--- src/rtl/core/xcfp_pkg.sv ---
// shared types and constants for the xor checked frame parser
// depends on nothing; imported by the controller, the datapath and the top level
package xcfp_pkg;

  // payload buffer geometry
  localparam int unsigned MAX_PAYLOAD = 16;
  localparam int unsigned BYTE_W      = 8;
  localparam int unsigned IDX_W       = $clog2(MAX_PAYLOAD);
  localparam int unsigned LEN_W       = $clog2(MAX_PAYLOAD + 1);

  // configuration register indexes
  localparam int unsigned CFG_IDX_W = 8;
  localparam logic [CFG_IDX_W-1:0] REG_HEADER = CFG_IDX_W'(0);
  localparam logic [CFG_IDX_W-1:0] REG_FOOTER = CFG_IDX_W'(1);

  // configuration reset values
  localparam logic [BYTE_W-1:0] HEADER_RST = 8'hAA;
  localparam logic [BYTE_W-1:0] FOOTER_RST = 8'h55;

  // frame phases of the controller
  typedef enum logic [2:0] {
    ST_HEADER,
    ST_COMMAND,
    ST_ID,
    ST_LENGTH,
    ST_DATA,
    ST_CHECK,
    ST_FOOTER,
    ST_EMIT
  } ctrl_state_e;

  // commands from controller to datapath
  typedef struct packed {
    logic ld_command;
    logic ld_id;
    logic ld_length;
    logic ld_data;
    logic ld_check;
    logic emit_clear;
    logic emit_step;
  } dp_cmd_t;

  // status from datapath to controller
  typedef struct packed {
    logic header_hit;
    logic length_over;
    logic length_byte_zero;
    logic data_done;
    logic footer_ok;
    logic read_last;
    logic out_free;
  } dp_sts_t;

endpackage

--- src/rtl/core/xcfp_ctrl.sv ---
// frame phase state machine of the xor checked frame parser
// depends on xcfp_pkg; drives datapath commands from datapath status
module xcfp_ctrl import xcfp_pkg::*; (
  input  logic    clk_i,
  input  logic    rst_ni,
  input  logic    in_valid_i,
  output logic    in_stall_o,
  input  dp_sts_t sts_i,
  output dp_cmd_t cmd_o
);

  ctrl_state_e state_q, state_d;
  logic        accept;

  // state register
  always_ff @(posedge clk_i or negedge rst_ni) begin
    if (!rst_ni) begin
      state_q <= ST_HEADER;
    end else begin
      state_q <= state_d;
    end
  end

  // input is held off only while the stored payload is read out
  assign in_stall_o = (state_q == ST_EMIT);
  assign accept     = in_valid_i && !in_stall_o;

  // next state and commands
  always_comb begin
    state_d = state_q;
    cmd_o   = '0;
    case (state_q)
      ST_HEADER: begin
        if (accept && sts_i.header_hit) begin
          state_d = ST_COMMAND;
        end
      end
      ST_COMMAND: begin
        if (accept) begin
          cmd_o.ld_command = 1'b1;
          state_d          = ST_ID;
        end
      end
      ST_ID: begin
        if (accept) begin
          cmd_o.ld_id = 1'b1;
          state_d     = ST_LENGTH;
        end
      end
      ST_LENGTH: begin
        if (accept) begin
          if (sts_i.length_over) begin
            state_d = ST_HEADER;
          end else begin
            cmd_o.ld_length = 1'b1;
            state_d = sts_i.length_byte_zero ? ST_CHECK : ST_DATA;
          end
        end
      end
      ST_DATA: begin
        if (accept) begin
          cmd_o.ld_data = 1'b1;
          if (sts_i.data_done) begin
            state_d = ST_CHECK;
          end
        end
      end
      ST_CHECK: begin
        if (accept) begin
          cmd_o.ld_check = 1'b1;
          state_d        = ST_FOOTER;
        end
      end
      ST_FOOTER: begin
        if (accept) begin
          cmd_o.emit_clear = 1'b1;
          state_d = sts_i.footer_ok ? ST_EMIT : ST_HEADER;
        end
      end
      ST_EMIT: begin
        if (sts_i.out_free) begin
          cmd_o.emit_step = 1'b1;
          if (sts_i.read_last) begin
            state_d = ST_HEADER;
          end
        end
      end
      default: begin
        state_d = ST_HEADER;
      end
    endcase
  end

endmodule

--- src/rtl/core/xcfp_dp.sv ---
// datapath of the xor checked frame parser: config, frame fields, payload
// buffer, running xor and result register; depends on xcfp_pkg
module xcfp_dp import xcfp_pkg::*; (
  input  logic                 clk_i,
  input  logic                 rst_ni,
  // configuration writes
  input  logic                 cfg_we_i,
  input  logic [CFG_IDX_W-1:0] cfg_index_i,
  input  logic [BYTE_W-1:0]    cfg_data_i,
  // received byte
  input  logic [BYTE_W-1:0]    rx_byte_i,
  // control
  input  dp_cmd_t              cmd_i,
  output dp_sts_t              sts_o,
  // result word
  output logic                 out_valid_o,
  input  logic                 out_stall_i,
  output logic [BYTE_W-1:0]    command_o,
  output logic [BYTE_W-1:0]    packet_id_o,
  output logic [LEN_W-1:0]     payload_length_o,
  output logic                 has_payload_o,
  output logic [IDX_W-1:0]     byte_index_o,
  output logic [BYTE_W-1:0]    payload_byte_o,
  output logic                 last_o
);

  logic [BYTE_W-1:0] header_q, footer_q;
  logic [BYTE_W-1:0] command_q, id_q, check_q, xor_q;
  logic [LEN_W-1:0]  length_q, count_q, count_inc;
  logic [IDX_W-1:0]  rd_q;
  logic [BYTE_W-1:0] payload_mem_q [MAX_PAYLOAD];
  logic              length_zero;

  // result register
  logic              out_valid_q;
  logic [BYTE_W-1:0] out_command_q, out_id_q, out_byte_q;
  logic [LEN_W-1:0]  out_length_q;
  logic              out_has_q, out_last_q;
  logic [IDX_W-1:0]  out_index_q;

  // configuration registers
  always_ff @(posedge clk_i or negedge rst_ni) begin
    if (!rst_ni) begin
      header_q <= HEADER_RST;
      footer_q <= FOOTER_RST;
    end else if (cfg_we_i) begin
      if (cfg_index_i == REG_HEADER) begin
        header_q <= cfg_data_i;
      end else if (cfg_index_i == REG_FOOTER) begin
        footer_q <= cfg_data_i;
      end
    end
  end

  assign count_inc   = count_q + LEN_W'(1);
  assign length_zero = (length_q == '0);

  // frame fields, byte count and running xor
  always_ff @(posedge clk_i or negedge rst_ni) begin
    if (!rst_ni) begin
      command_q <= '0;
      id_q      <= '0;
      length_q  <= '0;
      count_q   <= '0;
      check_q   <= '0;
      xor_q     <= '0;
      rd_q      <= '0;
    end else begin
      if (cmd_i.ld_command) begin
        command_q <= rx_byte_i;
        xor_q     <= rx_byte_i;
      end
      if (cmd_i.ld_id) begin
        id_q  <= rx_byte_i;
        xor_q <= xor_q ^ rx_byte_i;
      end
      if (cmd_i.ld_length) begin
        length_q <= LEN_W'(rx_byte_i);
        count_q  <= '0;
        xor_q    <= xor_q ^ rx_byte_i;
      end
      if (cmd_i.ld_data) begin
        count_q <= count_inc;
        xor_q   <= xor_q ^ rx_byte_i;
      end
      if (cmd_i.ld_check) begin
        check_q <= rx_byte_i;
      end
      if (cmd_i.emit_clear) begin
        rd_q <= '0;
      end else if (cmd_i.emit_step) begin
        rd_q <= rd_q + IDX_W'(1);
      end
    end
  end

  // payload buffer write
  always_ff @(posedge clk_i) begin
    if (cmd_i.ld_data) begin
      payload_mem_q[count_q[IDX_W-1:0]] <= rx_byte_i;
    end
  end

  // result register valid
  always_ff @(posedge clk_i or negedge rst_ni) begin
    if (!rst_ni) begin
      out_valid_q <= 1'b0;
    end else if (cmd_i.emit_step) begin
      out_valid_q <= 1'b1;
    end else if (!out_stall_i) begin
      out_valid_q <= 1'b0;
    end
  end

  // result register payload, buffer read registered here
  always_ff @(posedge clk_i) begin
    if (cmd_i.emit_step) begin
      out_command_q <= command_q;
      out_id_q      <= id_q;
      out_length_q  <= length_q;
      out_has_q     <= !length_zero;
      out_index_q   <= rd_q;
      out_byte_q    <= length_zero ? '0 : payload_mem_q[rd_q];
      out_last_q    <= sts_o.read_last;
    end
  end

  // status to controller
  always_comb begin
    sts_o                  = '0;
    sts_o.header_hit       = (rx_byte_i == header_q);
    sts_o.length_over      = (rx_byte_i > BYTE_W'(MAX_PAYLOAD));
    sts_o.length_byte_zero = (rx_byte_i == '0);
    sts_o.data_done        = (count_inc >= length_q);
    sts_o.footer_ok        = (rx_byte_i == footer_q) && (xor_q == check_q);
    sts_o.read_last        = length_zero || ((LEN_W'(rd_q) + LEN_W'(1)) == length_q);
    sts_o.out_free         = !out_valid_q || !out_stall_i;
  end

  assign out_valid_o      = out_valid_q;
  assign command_o        = out_command_q;
  assign packet_id_o      = out_id_q;
  assign payload_length_o = out_length_q;
  assign has_payload_o    = out_has_q;
  assign byte_index_o     = out_index_q;
  assign payload_byte_o   = out_byte_q;
  assign last_o           = out_last_q;

endmodule

--- src/rtl/core/xor_checked_frame_parser_top.sv ---
// xor checked frame parser: one received byte per input word; a good frame
// gives one result word per payload byte, or one word for an empty frame.
// the footer of a good frame starts a readout of max(length, 1) steps, with no
// step while a result waits on a stalled result side, one buffer entry per
// step, input stalled meanwhile. the first result is registered in the result
// register after the controller has entered its readout state.
// reset: hunting for header, header 0xAA, footer 0x55, no result pending.
module xor_checked_frame_parser_top import xcfp_pkg::*; (
  input  logic                 clk_i,
  input  logic                 rst_ni,
  // configuration write channel
  input  logic                 cfg_valid_i,
  output logic                 cfg_ready_o,
  input  logic [CFG_IDX_W-1:0] cfg_index_i,
  input  logic [BYTE_W-1:0]    cfg_data_i,
  // input words
  input  logic                 in_valid_i,
  output logic                 in_stall_o,
  input  logic [BYTE_W-1:0]    rx_byte_i,
  // result words
  output logic                 out_valid_o,
  input  logic                 out_stall_i,
  output logic [BYTE_W-1:0]    command_o,
  output logic [BYTE_W-1:0]    packet_id_o,
  output logic [LEN_W-1:0]     payload_length_o,
  output logic                 has_payload_o,
  output logic [IDX_W-1:0]     byte_index_o,
  output logic [BYTE_W-1:0]    payload_byte_o,
  output logic                 last_o
);

  dp_cmd_t cmd;
  dp_sts_t sts;

  // configuration is always taken
  assign cfg_ready_o = 1'b1;

  // frame state machine
  xcfp_ctrl u_ctrl (
    .clk_i      (clk_i),
    .rst_ni     (rst_ni),
    .in_valid_i (in_valid_i),
    .in_stall_o (in_stall_o),
    .sts_i      (sts),
    .cmd_o      (cmd)
  );

  // datapath
  xcfp_dp u_dp (
    .clk_i            (clk_i),
    .rst_ni           (rst_ni),
    .cfg_we_i         (cfg_valid_i && cfg_ready_o),
    .cfg_index_i      (cfg_index_i),
    .cfg_data_i       (cfg_data_i),
    .rx_byte_i        (rx_byte_i),
    .cmd_i            (cmd),
    .sts_o            (sts),
    .out_valid_o      (out_valid_o),
    .out_stall_i      (out_stall_i),
    .command_o        (command_o),
    .packet_id_o      (packet_id_o),
    .payload_length_o (payload_length_o),
    .has_payload_o    (has_payload_o),
    .byte_index_o     (byte_index_o),
    .payload_byte_o   (payload_byte_o),
    .last_o           (last_o)
  );

  // no byte is loaded while the buffer is read out
  a_no_load_in_emit: assert property (@(posedge clk_i) disable iff (!rst_ni)
    in_stall_o |-> !(cmd.ld_command || cmd.ld_id || cmd.ld_length ||
                     cmd.ld_data || cmd.ld_check))
    else $error("byte loaded during readout");

  // a readout step never overwrites a result still waiting
  a_step_only_when_free: assert property (@(posedge clk_i) disable iff (!rst_ni)
    cmd.emit_step |-> sts.out_free)
    else $error("result overwritten");

  // an empty frame result is a single last word with zero data
  a_empty_frame_word: assert property (@(posedge clk_i) disable iff (!rst_ni)
    (out_valid_o && !has_payload_o) |->
      (last_o && byte_index_o == '0 && payload_byte_o == '0 && payload_length_o == '0))
    else $error("bad empty frame result");

  // at most one frame field load or readout step per cycle
  a_single_load: assert property (@(posedge clk_i) disable iff (!rst_ni)
    $onehot0({cmd.ld_command, cmd.ld_id, cmd.ld_length, cmd.ld_data, cmd.ld_check,
              cmd.emit_step}))
    else $error("conflicting datapath commands");

endmodule
--- config.mk ---
export PLATFORM = sky130hd
export DESIGN_NAME = xor_checked_frame_parser_top
export DESIGN_NICKNAME = d
export VERILOG_FILES = /design/src/rtl/core/xcfp_pkg.sv /design/src/rtl/core/xcfp_ctrl.sv /design/src/rtl/core/xcfp_dp.sv /design/src/rtl/core/xor_checked_frame_parser_top.sv
export SDC_FILE = /design/constraint.sdc
export NUM_CORES = 1
export LEC_CHECK = 0
export ABC_CLOCK_PERIOD_IN_PS = 6700
export BUFFER_PORTS_ARGS = -buffer_cell sky130_fd_sc_hd__buf_2
export CAP_MARGIN = 10
export CORE_MARGIN = 1.5
export CORE_UTILIZATION = 55
export CTS_CLUSTER_DIAMETER = 120
export DETAILED_ROUTE_END_ITERATION = 8
export PLACE_DENSITY_LB_ADDON = 0.08
export SLEW_MARGIN = 20
export SYNTH_ARGS = -nofsm -noshare
export SYNTH_HDL_FRONTEND = slang
export SYNTH_SLANG_ARGS = --single-unit
--- constraint.sdc ---
create_clock -name clk_i -period 6.7 [get_ports clk_i]
set_input_delay 0.335 -clock clk_i [delete_from_list [all_inputs] [get_ports clk_i]]
set_output_delay 0.335 -clock clk_i [all_outputs]
set_load 0.005 [all_outputs]
# Word-level counts from Yosys, hierarchy flattened
# Memory sizes are Yosys's and may differ from the RTL's. A register that Yosys moved wholly into a read port is not among the register bits.
# Index checks and enable logic that the tools add are counted.
[op_classes]
eq_ne = 23
muxes = 37
reduce_logical = 19
bitwise = 2
order_cmp = 2
add_sub_neg = 3
[op_table]
columns = ["cell", "count"]
rows = [
  ["3-bit 2-to-1 mux", 12],
  ["8-bit 2-to-1 mux", 4],
  ["8-bit equality test", 3],
  ["3-bit case mux with 8 select lines", 1],
  ["8-bit logical NOT", 2],
  ["1-bit 2-to-1 mux", 16],
  ["2-bit by 1-bit != test with 1-bit output, second input constant", 8],
  ["3-bit equality test, second input constant", 4],
  ["5-bit 2-to-1 mux", 2],
  ["10-bit AND reduction", 1],
  ["8-bit by 1-bit equality test with 1-bit output, second input constant", 1],
  ["8-bit by 5-bit greater-than comparator with 1-bit output, second input constant", 1],
  ["4-bit 2-to-1 mux", 2],
  ["8-bit XOR", 1],
  ["3-bit by 2-bit equality test with 1-bit output, second input constant", 2],
  ["2-bit != test, second input constant", 3],
  ["4-bit by 1-bit adder with 5-bit output, second input constant", 1],
  ["5-bit by 1-bit adder with 5-bit output, second input constant", 1],
  ["5-bit equality test", 1],
  ["5-bit >= comparator", 1],
  ["5-bit logical NOT", 1],
  ["4-bit by 1-bit adder with 4-bit output, second input constant", 1],
  ["1-bit logical NOT", 4],
  ["2-bit nonzero test", 2],
  ["other kinds (8)", 11],
]
[totals]
out_inout_bits = 38
inputBits = 29
mem_count = 1
register_bits = 93
wordCells = 104
ramBits = 128
[mem_list]
columns = ["name", "words", "width", "read_ports", "rd_clocked_by_memory_dff", "wr", "line_no", "text"]
rows = [
  ["u_dp.payload_mem_q", 16, 8, 1, 1, 1, "xcfp_dp.sv:31", "logic [BYTE_W-1:0] payload_mem_q [MAX_PAYLOAD];"],
]

# Longest topological paths before layout
# Gate-level depths: netlist of run 1.
[logic_depth]
word_depth = 9
depth_mapped = 9
ltp_nobuf = 9

# By module
# A second synthesis of run 1 with hierarchy kept.
[hier_totals]
hier_cells = 568
hier_area_um2 = 9505.4
[by_module_without_submodules]
columns = ["module", "area_per_inst_um2", "cells_per_inst", "seq_area_each_um2", "n_inst"]
rows = [
  ["xcfp_dp", 9213.8, 526, 6481.2, 1],
  ["xcfp_ctrl", 280.3, 40, 75.1, 1],
  ["xor_checked_frame_parser_top", 11.3, 2, 0.0, 1],
]

# Worst setup path after synthesis of run 1
# OpenSTA, ideal clock, no wires.
[synth_path]
kind = "register to register"
start = "register u_ctrl.state_q[1]"
end = "register u_ctrl.state_q[0]"
stages_incl_launch_ff = 8
setup_slack_ns = 3.882
arrival_ns = 2.690
required_time_ns = 6.572
setup_ns = 0.128
period_less_slack_ns = 2.818
cell_sequence = "dfrtp_1 -> buf_2 -> nand3_2 -> a21oi_2 -> o41ai_1 -> o21ai_2 -> o211ai_1 -> mux2_1"
[synth_between]
elab_chain_len = 6
[synth_lines]
columns = ["element", "line_no", "text"]
rows = [
  ["from (decl)", "xcfp_ctrl.sv:12", "ctrl_state_e state_q, state_d;"],
  ["from (signal assigned)", "xcfp_ctrl.sv:20", "state_q <= state_d;"],
  ["3-bit equality test", "xcfp_ctrl.sv:25, xcfp_ctrl.sv:32", ""],
  ["1-bit logical NOT", "xcfp_ctrl.sv:26", "assign accept = in_valid_i && !in_stall_o;"],
  ["1-bit logical AND", "xcfp_ctrl.sv:26", ""],
  ["1-bit logical AND", "xcfp_ctrl.sv:34", "if (accept && sts_i.header_hit) begin"],
  ["2-bit by 1-bit != test with 1-bit output (no line)", "n/a", ""],
  ["10-bit AND reduction (no line)", "n/a", ""],
]
# Parallel ways exist; a longest one is shown, timed or not.
# A chain may end at the register's enable or synchronous reset.

# Final worst setup path of run 1
[layout_path]
start = "register u_dp.rd_q[0]"
end = "register u_ctrl.state_q[0]"
[layout_between]
elab_chain_len = 5
[layout_lines]
columns = ["element", "line_no", "text"]
rows = [
  ["from (decl)", "xcfp_dp.sv:30", "logic [IDX_W-1:0] rd_q;"],
  ["from (signal assigned)", "xcfp_dp.sv:92", "rd_q <= rd_q + IDX_W'(1);"],
  ["4-bit by 1-bit adder with 5-bit output", "xcfp_dp.sv:136", "sts_o.read_last = length_zero || ((LEN_W'(rd_q) + LEN_W'(1)) == length_q);"],
  ["5-bit equality test", "xcfp_dp.sv:136", ""],
  ["1-bit logical OR", "xcfp_dp.sv:136", ""],
  ["2-bit != test (no line)", "n/a", ""],
  ["10-bit AND reduction (no line)", "n/a", ""],
]
# Every way passes these cells.

==> impl_results.md, run 1 <==
* Netlist cell types at 57
* Fmax at between 300 and 400 MHz
* Most Used Layer, Global Route: met2
* Mapped Cells at about 570
* Crit path capture type: flop
* Max VDD drop at ~0.22 mV
* Status: finished, final reports clean
* CP Launch Type: flop
* Antenna violation net count after detailed routing at 0
* H-Tree Depth at 1
* Top-level port count at 67
* Resize count post-CTS at 0
* DIE AREA at around 0.018 mm²
* PwrDens at about 380 mW/mm²
* Clock Skew at between 0.008 and 0.009 ns
* Initial core utilization at 0.568
* Port Buffers at 65
* Min Tclk post-route at 2.67 ns
* Nets at about 680
* Post-synth EDFFs at roughly 160
* Critical path's slowest cell: buf_4
* Routed wire length at 18.6 mm
* Placement Cell Area at roughly 0.010 mm²
* Clk slew on worst S/H paths at around 0.06 ns
* Family with the most delay on the worst path: compound AO/OA/AOI/OAI gates
* Top cells by count, synth: edfxtp_1 (163), dfrtp_1 (58), nand2_1 (51), mux4_2 (39), mux2_2 (33)
* Syn-to-layout area delta at 13.7%
* Hold-fix buffers at CTS at 0
* Met1 Use GR at 0.329
* Required @ worst endpoint at 7.09 ns
* Static leakage at 3.97 nW
* Met2 Use GR at 0.336
* Mean Syn Cell Area at between 15 and 20 µm²
* CP Cell Sequence: buf_4, ha_1, and2_1, nor3_1, o41ai_1, o21ai_2, o211ai_1, mux2_1
* Fin. max-slew vios at 0
* Slew headroom at 0.451
* Hpwl dp at about 12 mm
* Global-route wire length before repair at between 20 and 30 mm
* Synth warn at 0
* Ranking of synthesized cells by area: edfxtp_1 (52%), dfrtp_1 (15%), mux4_2 (9.3%)
* Power after layout at around 4.1 mW
* Num rows at 47
* Commonest register cell after synthesis: edfxtp_1
* CP max stage delay at approximately 0.56 ns
* Initial antenna violation count at 0
* Sequential area share after synthesis at 0.691
* Synthesized area at between 0.009 and 0.01 mm²
* CP bufs+invs at 1
* Avg Vias per Cell at 5.77
* Drt pass-1 iters at 5
* Clock Latency Late Sink at between 0.5 and 0.6 ns
* GRT Util Overall at 0.216
* Setup repair bufs after CTS at 0
* Final Hold Vio Count at 0
* Wire per inst at about 21 µm
* ANT cells at 0
* Final period utilization at 0.398
* Number of buffers created by CTS at 24
* Count leader, synth: edfxtp_1
* Cells after DPL at slightly above 800
* RSZ-0062 raised after global routing: no
* DR iter-0 viols at ~420
* Layout fillers at ~1,200
* Vias in the first global route at around 5,000
* Clk root buf: clkbuf_16
* Post-Syn Nets at ~600
* Core Region at about 0.017 mm²
* CTS tree: yes
* Number of remaining DRC errors at 0
* Via count at 5,038
* Met3 GRT Util at 0.0302
* Final Non-Filler Cells at 873
* Register area at ~0.0066 mm²
* CP arrival at 3.06 ns
* Die H at 134 µm
* Largest net degree at the start of global routing at between 60 and 70
* Setup Viol. Count Final at 0
* Setup_tns at 0 ns
* Max FO, Critical Path at 38
* Asr flop ratio synth at 0.288
* Layout cells sized above 1 at 0.331
* Clk sinks at between 200 and 250
* Area of the multi-input gates at 0.00272 mm²
* Flops & latches, synth at between 200 and 250
* Routability cong. at 0.821
* Worst Tran Pin Value at approximately 0.82 ns
* Final design area excluding fillers at between 0.01 and 0.015 mm²
* WS Path Type: flop to flop
* Maximum buffer depth of the clock tree at 3
* Total gr overflow at 0
* Synth area leader: edfxtp_1
* Top cell type's share of synthesized area at 0.516
* Die width at between 100 and 150 µm
* Max_cap viols at 0
* Hold crit path type: input pin to asynchronous set/reset pin
==> registers in the layout (all words and copies together) (netlist names), 5 cells and up <==
register and cells:
u_dp.footer_q 8, u_dp.command_q 8, u_dp.command_o 8, u_dp.xor_q 8
u_dp.length_q 5, u_dp.payload_length_o 5, u_dp.packet_id_o 8, u_dp.check_q 8
u_dp.count_q 5, u_dp.payload_byte_o 8, u_dp.header_q 8, u_dp.id_q 8
u_dp.payload_mem_q 128
==> power by group <==
group          internal [mW]  leakage, nW  switching [mW]
clock network          0.806        0.398           0.525
logic                  0.454         1.30           0.467
registers               1.74         2.28           0.154
==> routing by layer <==
metal  wire [µm]  vias up  part of all wire
met5           0        -                 0
met4         289        0             0.016
met1        8390     2580              0.45
li1            -     2264                 -
met3        1090       27             0.058
met2        8840      167              0.48
==> worst paths after layout <==
| path | start | end | slack, ns | cells past startpoint |
|---|---|---|---|---|
| worst max-delay path | u_dp.rd_q[0] | u_ctrl.state_q[0] | 4.03 | 8 |
| worst min-delay path | rst_ni | u_dp.command_q[1] | 0.001 | 2 |
| worst max register to register | u_dp.rd_q[0] | u_ctrl.state_q[0] | 4.03 | 8 |
| worst min register to register | u_dp.id_q[5] | u_dp.packet_id_o[5] | 0.45 | 0 |
| max in group asynchronous | rst_ni | u_dp.rd_q[0] | 6.13 | 2 |
| min in group clk_i | cfg_data_i[6] | u_dp.header_q[6] | 0.07 | 2 |
==> cell families after synthesis <==
family          Yosys count  synth area share
compound gates           30            0.0199
xor+xnor                 41            0.0378
fa+ha+maj                10            0.0132
buf+inv                  39            0.0244
flops                   229             0.691
mux                      76             0.138
other cells               1          0.000395
simple gates            139            0.0756
==> layout make-up <==
type	count	area share
Clock buffer	29	0.0603
Clock inverter	14	0.0139
Inverter	10	0.00348
Timing Repair Buffer	74	0.0364
Tap cell	220	0.0255
Sequential cell	229	0.608
Multi-Input combinational cell	297	0.252
==> placed cells by master (no fill, tap or decap), types with 7 or more instances in the layout <==
cell type | synthesis | routed
edfxtp_1 | 163 | 163
buf_2 | 7 | 65
dfrtp_1 | 58 | 57
nand2_1 | 51 | 51
mux4_2 | 39 | 39
mux2_2 | 33 | 33
clkbuf_16 | 0 | 25
xor2_1 | 24 | 24
nor2_1 | 24 | 24
xnor2_1 | 17 | 17
o21ai_0 | 12 | 12
nor2b_1 | 11 | 11
ha_1 | 10 | 10
inv_1 | 9 | 9
nand2_2 | 9 | 9
buf_4 | 8 | 9
nor3_1 | 8 | 8
clkinv_2 | 0 | 8
dfstp_2 | 8 | 8
nand3_1 | 7 | 7
==> through the flow <==
stage	setup WS, ns	util	hold WS (ns)
2_1_floorplan	3.88	-	0.0394
3_3_place_gp	4.07	0.597	0.430
3_5_place_dp	4.00	0.598	0.437
4_1_cts	3.99	0.646	0.0385
5_1_grt	3.82	0.646	0.0674
6_report	4.03	0.646	0.00139
Power figures use the tool's default switching activity.
==> inputs of run 2 (changes only) <==
Settings changed: ABC_CLOCK_PERIOD_IN_PS 6700 to 2500.
Clock period 6.7 ns to 2.5 ns, I/O delays scaled along.
==> run 2 against run 1 <==
Compared with the run above: hold slack gained 0.024 ns; sequential power rose to 2.7 times the previous value; sequential share of layout area shrank 1.3 points; clock skew rose by 0.0021 ns; critical endpoint unchanged; largest cell class unchanged.
==> impl_results.md, run 2 (same netlist as run 1, synthesis figures left out) <==
* Hold-fix buffers at CTS at 11 (was 0)
* Layout cells sized above 1 at 0.348 (was 0.331)
* Fin. max-slew vios at 0 (unchanged)
* Hpwl dp at 12.6 mm (was 11.6 mm)
* CP Launch Type: flop (unchanged)
* Routability cong. at 0.854 (was 0.821)
* Num rows at 47 (unchanged)
* Routed wire length at 19.2 mm (was 18.6 mm)
* Largest net degree at the start of global routing at 67 (unchanged)
* Most Used Layer, Global Route: met2 (unchanged)
* Worst Tran Pin Value at 0.679 ns (was 0.824 ns)
* Via count at 5,171 (was 5,038)
* Maximum buffer depth of the clock tree at 3 (unchanged)
* Final Non-Filler Cells at 910 (was 873)
* Avg Vias per Cell at 5.68 (was 5.77)
* Hold crit path type: input pin to flop (was input pin to asynchronous set/reset pin)
* R2R cell count at 9 (was 8)
* Final Hold Vio Count at 0 (unchanged)
* Clk slew on worst S/H paths at 0.06 ns (about the same)
* Initial antenna violation count at 0 (unchanged)
* Core Region at 0.0167 mm² (unchanged)
* Number of buffers created by CTS at 23 (was 24)
* Top-level port count at 67 (unchanged)
* Max reg flops at 128 (unchanged)
* Clock Skew at 0.0107 ns (was 0.00862 ns)
* ANT cells at 0 (unchanged)
* PwrDens at 981 mW/mm² (was 384 mW/mm²)
* Setup repair bufs after CTS at 0 (unchanged)
* Static leakage at 4.11 nW (was 3.97 nW)
* Wire per inst at 21.1 µm (was 21.3 µm)
* Placement Cell Area at 0.0102 mm² (was 0.00999 mm²)
* Max_cap viols at 0 (unchanged)
* Most common cell after layout, fill and taps aside: edfxtp_1 (unchanged)
* Clock Latency Late Sink at 0.51 ns (about the same)
* Met1 Use GR at 0.335 (was 0.329)
* Cells after DPL at 857 (was 830)
* GRT Util Overall at 0.224 (was 0.216)
* Die width at 134 µm (unchanged)
* Min Tclk post-route at 2.30 ns (was 2.67 ns)
* Pre-CTS setup slack at 0.213 ns (was 4.00 ns)
* CP arrival at 2.70 ns (was 3.06 ns)
* Clk sinks at 229 (unchanged)
* Hold Path Depth at 3
* Global-route wire length before repair at 30.1 mm (was 29.4 mm)
* H-Tree Depth at 1 (unchanged)
* Die H at 134 µm (unchanged)
* Required @ worst endpoint at 2.89 ns (was 7.09 ns)
* RSZ-0062 raised after global routing: no (unchanged)
* Met2 Use GR at 0.342 (was 0.336)
* Antenna violation net count after detailed routing at 0 (unchanged)
* Crit path capture type: flop (unchanged)
* Number of remaining DRC errors at 0 (unchanged)
* Fmax at 434 MHz (was 375 MHz)
* Vias in the first global route at 5,244 (was 5,153)
* Port Buffers at 65 (unchanged)
* WS Path Type: flop to flop (unchanged)
* Total gr overflow at 0 (unchanged)
* Syn-to-layout area delta at 16.3% (was 13.7%)
* Setup WS post-layout at 0.197 ns (was 4.03 ns)
* Setup Viol. Count Final at 0 (unchanged)
* Final period utilization at 0.921 (was 0.398)
* Met3 GRT Util at 0.0340 (was 0.0302)
* Setup_tns at 0 ns (unchanged)
* Nets at 712 (was 675)
* Max FO, Critical Path at 6 (was 38)
* Smallest hold slack at 0.0251 ns (was 0.00139 ns)
* Clk root buf: clkbuf_16 (unchanged)
* Most frequent cells in the layout: edfxtp_1 (163), buf_2 (65), dfrtp_1 (57) (unchanged)
* DR iter-0 viols at 375 (was 422)
* Max VDD drop at 0.673 mV (was 0.219 mV)
* Initial core utilization at 0.568 (unchanged)
* CTS tree: yes (unchanged)
* Status: finished, final reports clean (unchanged)
* Resize count post-CTS at 0 (unchanged)
* Drt pass-1 iters at 4 (was 5)
* Slew headroom at 0.545 (was 0.451)
* DIE AREA at 0.0180 mm² (unchanged)
* Final design area excluding fillers at 0.0110 mm² (was 0.0108 mm²)
## run 2: routing by layer
layer	wire length [µm]	part of all wire
met1	8760	0.46
met2	8760	0.46
met3	1110	0.058
met4	566	0.029
met5	0	0
## run 2: report_power, final
group          switching [mW]  total (mW)  internal, mW  leakage (nW)
registers               0.389        5.05          4.66          2.28
logic                    1.28        2.59          1.31          1.49
clock network            1.39        3.19          1.80         0.342
## run 2: layout make-up
type	instances	area, µm²
Sequential cell	229	6560
Fill cell	1191	5670
Multi-Input combinational cell	297	2720
Timing Repair Buffer	112	743
Clock buffer	26	587
Tap cell	220	275
Clock inverter	16	116
Inverter	10	37.5
## run 2: final timing paths
kind,from,end,slack [ns]
setup / recovery,u_dp.count_q[0],u_ctrl.state_q[0],0.20
hold / removal,in_valid_i,u_ctrl.state_q[2],0.03
setup reg to reg,u_dp.count_q[0],u_ctrl.state_q[0],0.20
hold reg to reg,u_dp.id_q[5],u_dp.packet_id_o[5],0.45
max in group asynchronous,rst_ni,u_dp.footer_q[4],1.99
min in group asynchronous,rst_ni,u_dp.id_q[3],0.15
## run 2: worst max-delay path, cell delays in order (launching register included)
cell and delay [ns]:
dfrtp_1 0.46, inv_1 0.10, ha_1 0.33, ha_1 0.29, o21ai_0 0.16, a21oi_1 0.06, nor3_1 0.14, o2111ai_1 0.14
o211ai_1 0.16, mux2_1 0.34
## run 2: per-stage QoR
stage	total power, mW	utilization
floorplan	6.98	-
global placement	7.59	0.612
detailed placement	7.70	0.612
CTS	10.9	0.661
global route	11.4	0.661
finish	10.8	0.661
==> inputs of run 3 (changes only) <==
Settings changed: ABC_AREA set to 1, ABC_CLOCK_PERIOD_IN_PS 2500 to 2200, REMOVE_ABC_BUFFERS set to 1.
Clock period 2.5 ns to 2.2 ns, I/O delays scaled along.
==> run 3 against run 2 <==
Compared with the run above: sequential cell count is the same; via count is 28% higher; wire length up 15%; sequential power grew 9.3%; cell count increased by 32%; critical endpoint is now u_ctrl.state_q[2].
==> impl_results.md, run 3 <==
* Status: finished, final reports clean (unchanged)
* Max reg flops at 128 (unchanged)
* Antenna violation net count after detailed routing at 0 (unchanged)
* Routability cong. at 0.857 (was 0.854)
* Critical path's slowest cell: dfrtp_1 (unchanged)
* DR iter-0 viols at 585 (was 375)
* Die H at 135 µm (was 134 µm)
* Max_cap viols at 0 (unchanged)
* Sequential area share after synthesis at 0.684 (was 0.691)
* Most frequent cells in the layout: edfxtp_1 (163), nand2_1 (149), o21ai_0 (118) (was edfxtp_1 (163), buf_2 (65), dfrtp_1 (57))
* Clk sinks at 229 (unchanged)
* Fmax at 460 MHz (was 434 MHz)
* Pint at 8.93 mW (was 7.76 mW)
* ANT cells at 0 (unchanged)
* Register area at 0.00656 mm² (unchanged)
* Worst Tran Pin Value at 0.615 ns (was 0.679 ns)
* Final Hold Vio Count at 0 (unchanged)
* Crit path capture type: flop (unchanged)
* PwrDens at 1160 mW/mm² (was 981 mW/mm²)
* CP arrival at 2.59 ns (was 2.70 ns)
* Number of remaining DRC errors at 0 (unchanged)
* Via count at 6,640 (was 5,171)
* Layout fillers at 1,358 (was 1,191)
* Flops & latches, synth at 229 (unchanged)
* Top-level port count at 67 (unchanged)
* Most common cell after layout, fill and taps aside: edfxtp_1 (unchanged)
* Share of power burned in the clock network at 0.308 (was 0.295)
* Count leader, synth: edfxtp_1 (unchanged)
* Fin. max-slew vios at 0 (unchanged)
* Largest net degree at the start of global routing at 67 (unchanged)
* Maximum buffer depth of the clock tree at 3 (unchanged)
* Global-route wire length before repair at 34.4 mm (was 30.1 mm)
* Area of the multi-input gates at 0.00266 mm² (was 0.00272 mm²)
* DIE AREA at 0.0182 mm² (was 0.0180 mm²)
* Initial antenna violation count at 0 (unchanged)
* Final period utilization at 0.987 (was 0.921)
* Setup Viol. Count Final at 0 (unchanged)
* Setup_tns at 0 ns (unchanged)
* Clock Skew at 0.0109 ns (was 0.0107 ns)
* Port Buffers at 65 (unchanged)
* Synth area leader: edfxtp_1 (unchanged)
* CP Launch Type: flop (unchanged)
* CP max stage delay at 0.36 ns (was 0.46 ns)
* Die width at 135 µm (was 134 µm)
* CP Cell Sequence: ha_2, nand3_2, xor2_2, ha_1, nand2_1, nor3_2, nor2_1, nand2_1, nor2_1, nor2_2, nand2_2, nand2_1, nand2_1 (was inv_1, ha_1, ha_1, o21ai_0, a21oi_1, nor3_1, o2111ai_1, o211ai_1, mux2_1)
* Vias in the first global route at 6,302 (was 5,244)
* Family with the most delay on the worst path: simple AND/OR/NAND/NOR gates (was adder cells)
* Netlist cell types at 29 (was 57)
* Mapped Cells at 845 (was 565)
* Clock Latency Late Sink at 0.52 ns (was 0.51 ns)
* Top cells by count, synth: edfxtp_1 (163), nand2_1 (150), o21ai_0 (119), nor2_1 (106), dfrtp_1 (58) (was edfxtp_1 (163), dfrtp_1 (58), nand2_1 (51), mux4_2 (39), mux2_2 (33))
* Max FO, Critical Path at 4 (was 6)
* Post-synth EDFFs at 163 (unchanged)
* CP bufs+invs at 0 (was 1)
* Hold crit path type: input pin to flop (unchanged)
* Core Region at 0.0172 mm² (was 0.0167 mm²)
* Num rows at 48 (was 47)
* Clk slew on worst S/H paths at 0.06 ns (about the same)
* H-Tree Depth at 1 (unchanged)
* WS Path Type: flop to flop (unchanged)
* Hpwl dp at 14.5 mm (was 12.6 mm)
* Max VDD drop at 0.707 mV (was 0.673 mV)
* Clk root buf: clkbuf_16 (unchanged)
* Asr flop ratio synth at 0.288 (unchanged)
* Layout cells sized above 1 at 0.182 (was 0.348)
* Required @ worst endpoint at 2.61 ns (was 2.89 ns)
* Flop pwr share at 0.417 (was 0.466)
* Smallest hold slack at 0.0456 ns (was 0.0251 ns)
* Wire per inst at 18.3 µm (was 21.1 µm)
* Initial core utilization at 0.558 (was 0.568)
* Ranking of synthesized cells by area: edfxtp_1 (51%), dfrtp_1 (15%), o21ai_0 (6.2%) (was edfxtp_1 (52%), dfrtp_1 (15%), mux4_2 (9.3%))
* Switching Power at 4.29 mW (was 3.06 mW)
* Drt pass-1 iters at 5 (was 4)
* Synthesized area at 0.00958 mm² (was 0.00949 mm²)
* Net Sw Frac at 0.325 (was 0.283)
* Avg Vias per Cell at 5.53 (was 5.68)
* GRT Util Overall at 0.248 (was 0.224)
* Syn-to-layout area delta at 18.5% (was 16.3%)
* Static leakage at 4.50 nW (was 4.11 nW)
* Mean Syn Cell Area at 11.3 µm² (was 16.8 µm²)
* Commonest register cell after synthesis: edfxtp_1 (unchanged)
* Combinational share of power at 0.275 (was 0.239)
* CTS tree: yes (unchanged)
* Total gr overflow at 0 (unchanged)
* Top cell type's share of synthesized area at 0.511 (was 0.516)
* Synth warn at 0 (unchanged)
* Slew headroom at 0.590 (was 0.545)
* Nets at 996 (was 712)
* Min Tclk post-route at 2.17 ns (was 2.30 ns)
* Crit path top cell by count: nand2_1 (was ha_1)
* Routed wire length at 22.0 mm (was 19.2 mm)
* Number of buffers created by CTS at 24 (was 23)
[run 3: cell count changes after synthesis, sizes merged, moves of 7 or more]
| cell | delta |
|---|---|
| o21ai | +106 |
| mux4 | -40 |
| nor2b | -11 |
| xor2 | -15 |
| nand3 | +30 |
| inv | +51 |
| nor2 | +83 |
| mux2 | -34 |
| nand2 | +93 |
| o221ai | +28 |
| nand3b | +7 |
| clkbuf | +11 |
[run 3: cell type report]
class | instances | share of cell area
clock buffers | 27 | 0.0558
clock inverters | 17 | 0.0151
inverters | 60 | 0.0198
multi-input cells | 521 | 0.234
flip-flops and latches | 229 | 0.578
well taps | 225 | 0.0248
repair buffers | 121 | 0.0727
[run 3: path summary, 6_finish.rpt]
check / from / to / slack [ns] / depth (start not counted)
min: rx_byte_i[1] / u_dp.length_q[1] / 0.05 / 3
max reg2reg: u_dp.count_q[1] / u_ctrl.state_q[2] / 0.03 / 13
min in group asynchronous: rst_ni / u_dp.command_q[3] / 0.14 / 2
max in group asynchronous: rst_ni / u_dp.footer_q[0] / 1.36 / 3
min reg2reg: u_dp.command_q[3] / u_dp.command_o[3] / 0.45 / 0
max: u_dp.count_q[1] / u_ctrl.state_q[2] / 0.03 / 13
[run 3: power by group through the flow]
stage | sequential [mW] | combinational, mW | clock (mW)
2_1_floorplan | 5.64 | 2.20 | 0
3_3_place_gp | 5.57 | 3.34 | 0
3_5_place_dp | 5.59 | 3.45 | 0
4_1_cts | 5.51 | 3.52 | 4.15
5_1_grt | 5.57 | 4.08 | 4.33
6_report | 5.52 | 3.63 | 4.07
[run 3: through the flow]
step,instances,setup WS [ns],cell area (µm²),power (mW),utilization
2_1_floorplan,810,-0.883,9420,7.83,-
3_3_place_gp,1141,0.0657,10400,8.90,0.604
3_5_place_dp,1141,-0.0462,10400,9.04,0.604
4_1_cts,1198,0.0155,11300,13.2,0.659
5_1_grt,1200,-0.0527,11400,14.0,0.661
6_report,1200,0.0277,11400,13.2,0.661
[run 3: cells by family after synthesis]
family / count (synthesis) / share of synthesized area
buffers and inverters: 95 / 0.0410
other: 1 / 0.000391
flip-flops: 229 / 0.684
AO/OA/AOI/OAI: 165 / 0.0979
AND/OR/NAND/NOR: 323 / 0.143
XOR/XNOR: 22 / 0.0201
adder cells (fa/ha/maj): 10 / 0.0131
[run 3: layer usage]
metal | global-route usage | vias to the layer above | wire length, µm
met2 | 0.391 | 242 | 10400
met3 | 0.0477 | 44 | 1520
met5 | 0 | - | 0
met1 | 0.346 | 3181 | 9360
met4 | 0.0956 | 0 | 684
li1 | - | 3173 | -
[run 3: worst reg2reg max path, cell delays in order, from the launching register on]
cell	delay (ns)
dfrtp_1	0.36
ha_2	0.20
nand3_2	0.13
xor2_2	0.19
ha_1	0.33
nand2_1	0.10
nor3_2	0.17
nor2_1	0.08
nand2_1	0.07
nor2_1	0.05
nor2_2	0.17
nand2_2	0.11
nand2_1	0.06
nand2_1	0.05
[run 3: what timing repair did]
| action | in CTS | in global routing |
|---|---|---|
| resized for setup | 2 | 5 |
| hold endpoints to repair | 49 | 0 |
| gates cloned | 0 | 0 |
| setup buffers | 1 | 2 |
| hold buffers | 12 | 0 |
| pin swaps | 0 | 4 |
| endpoints found under the setup margin | 3 | 3 |
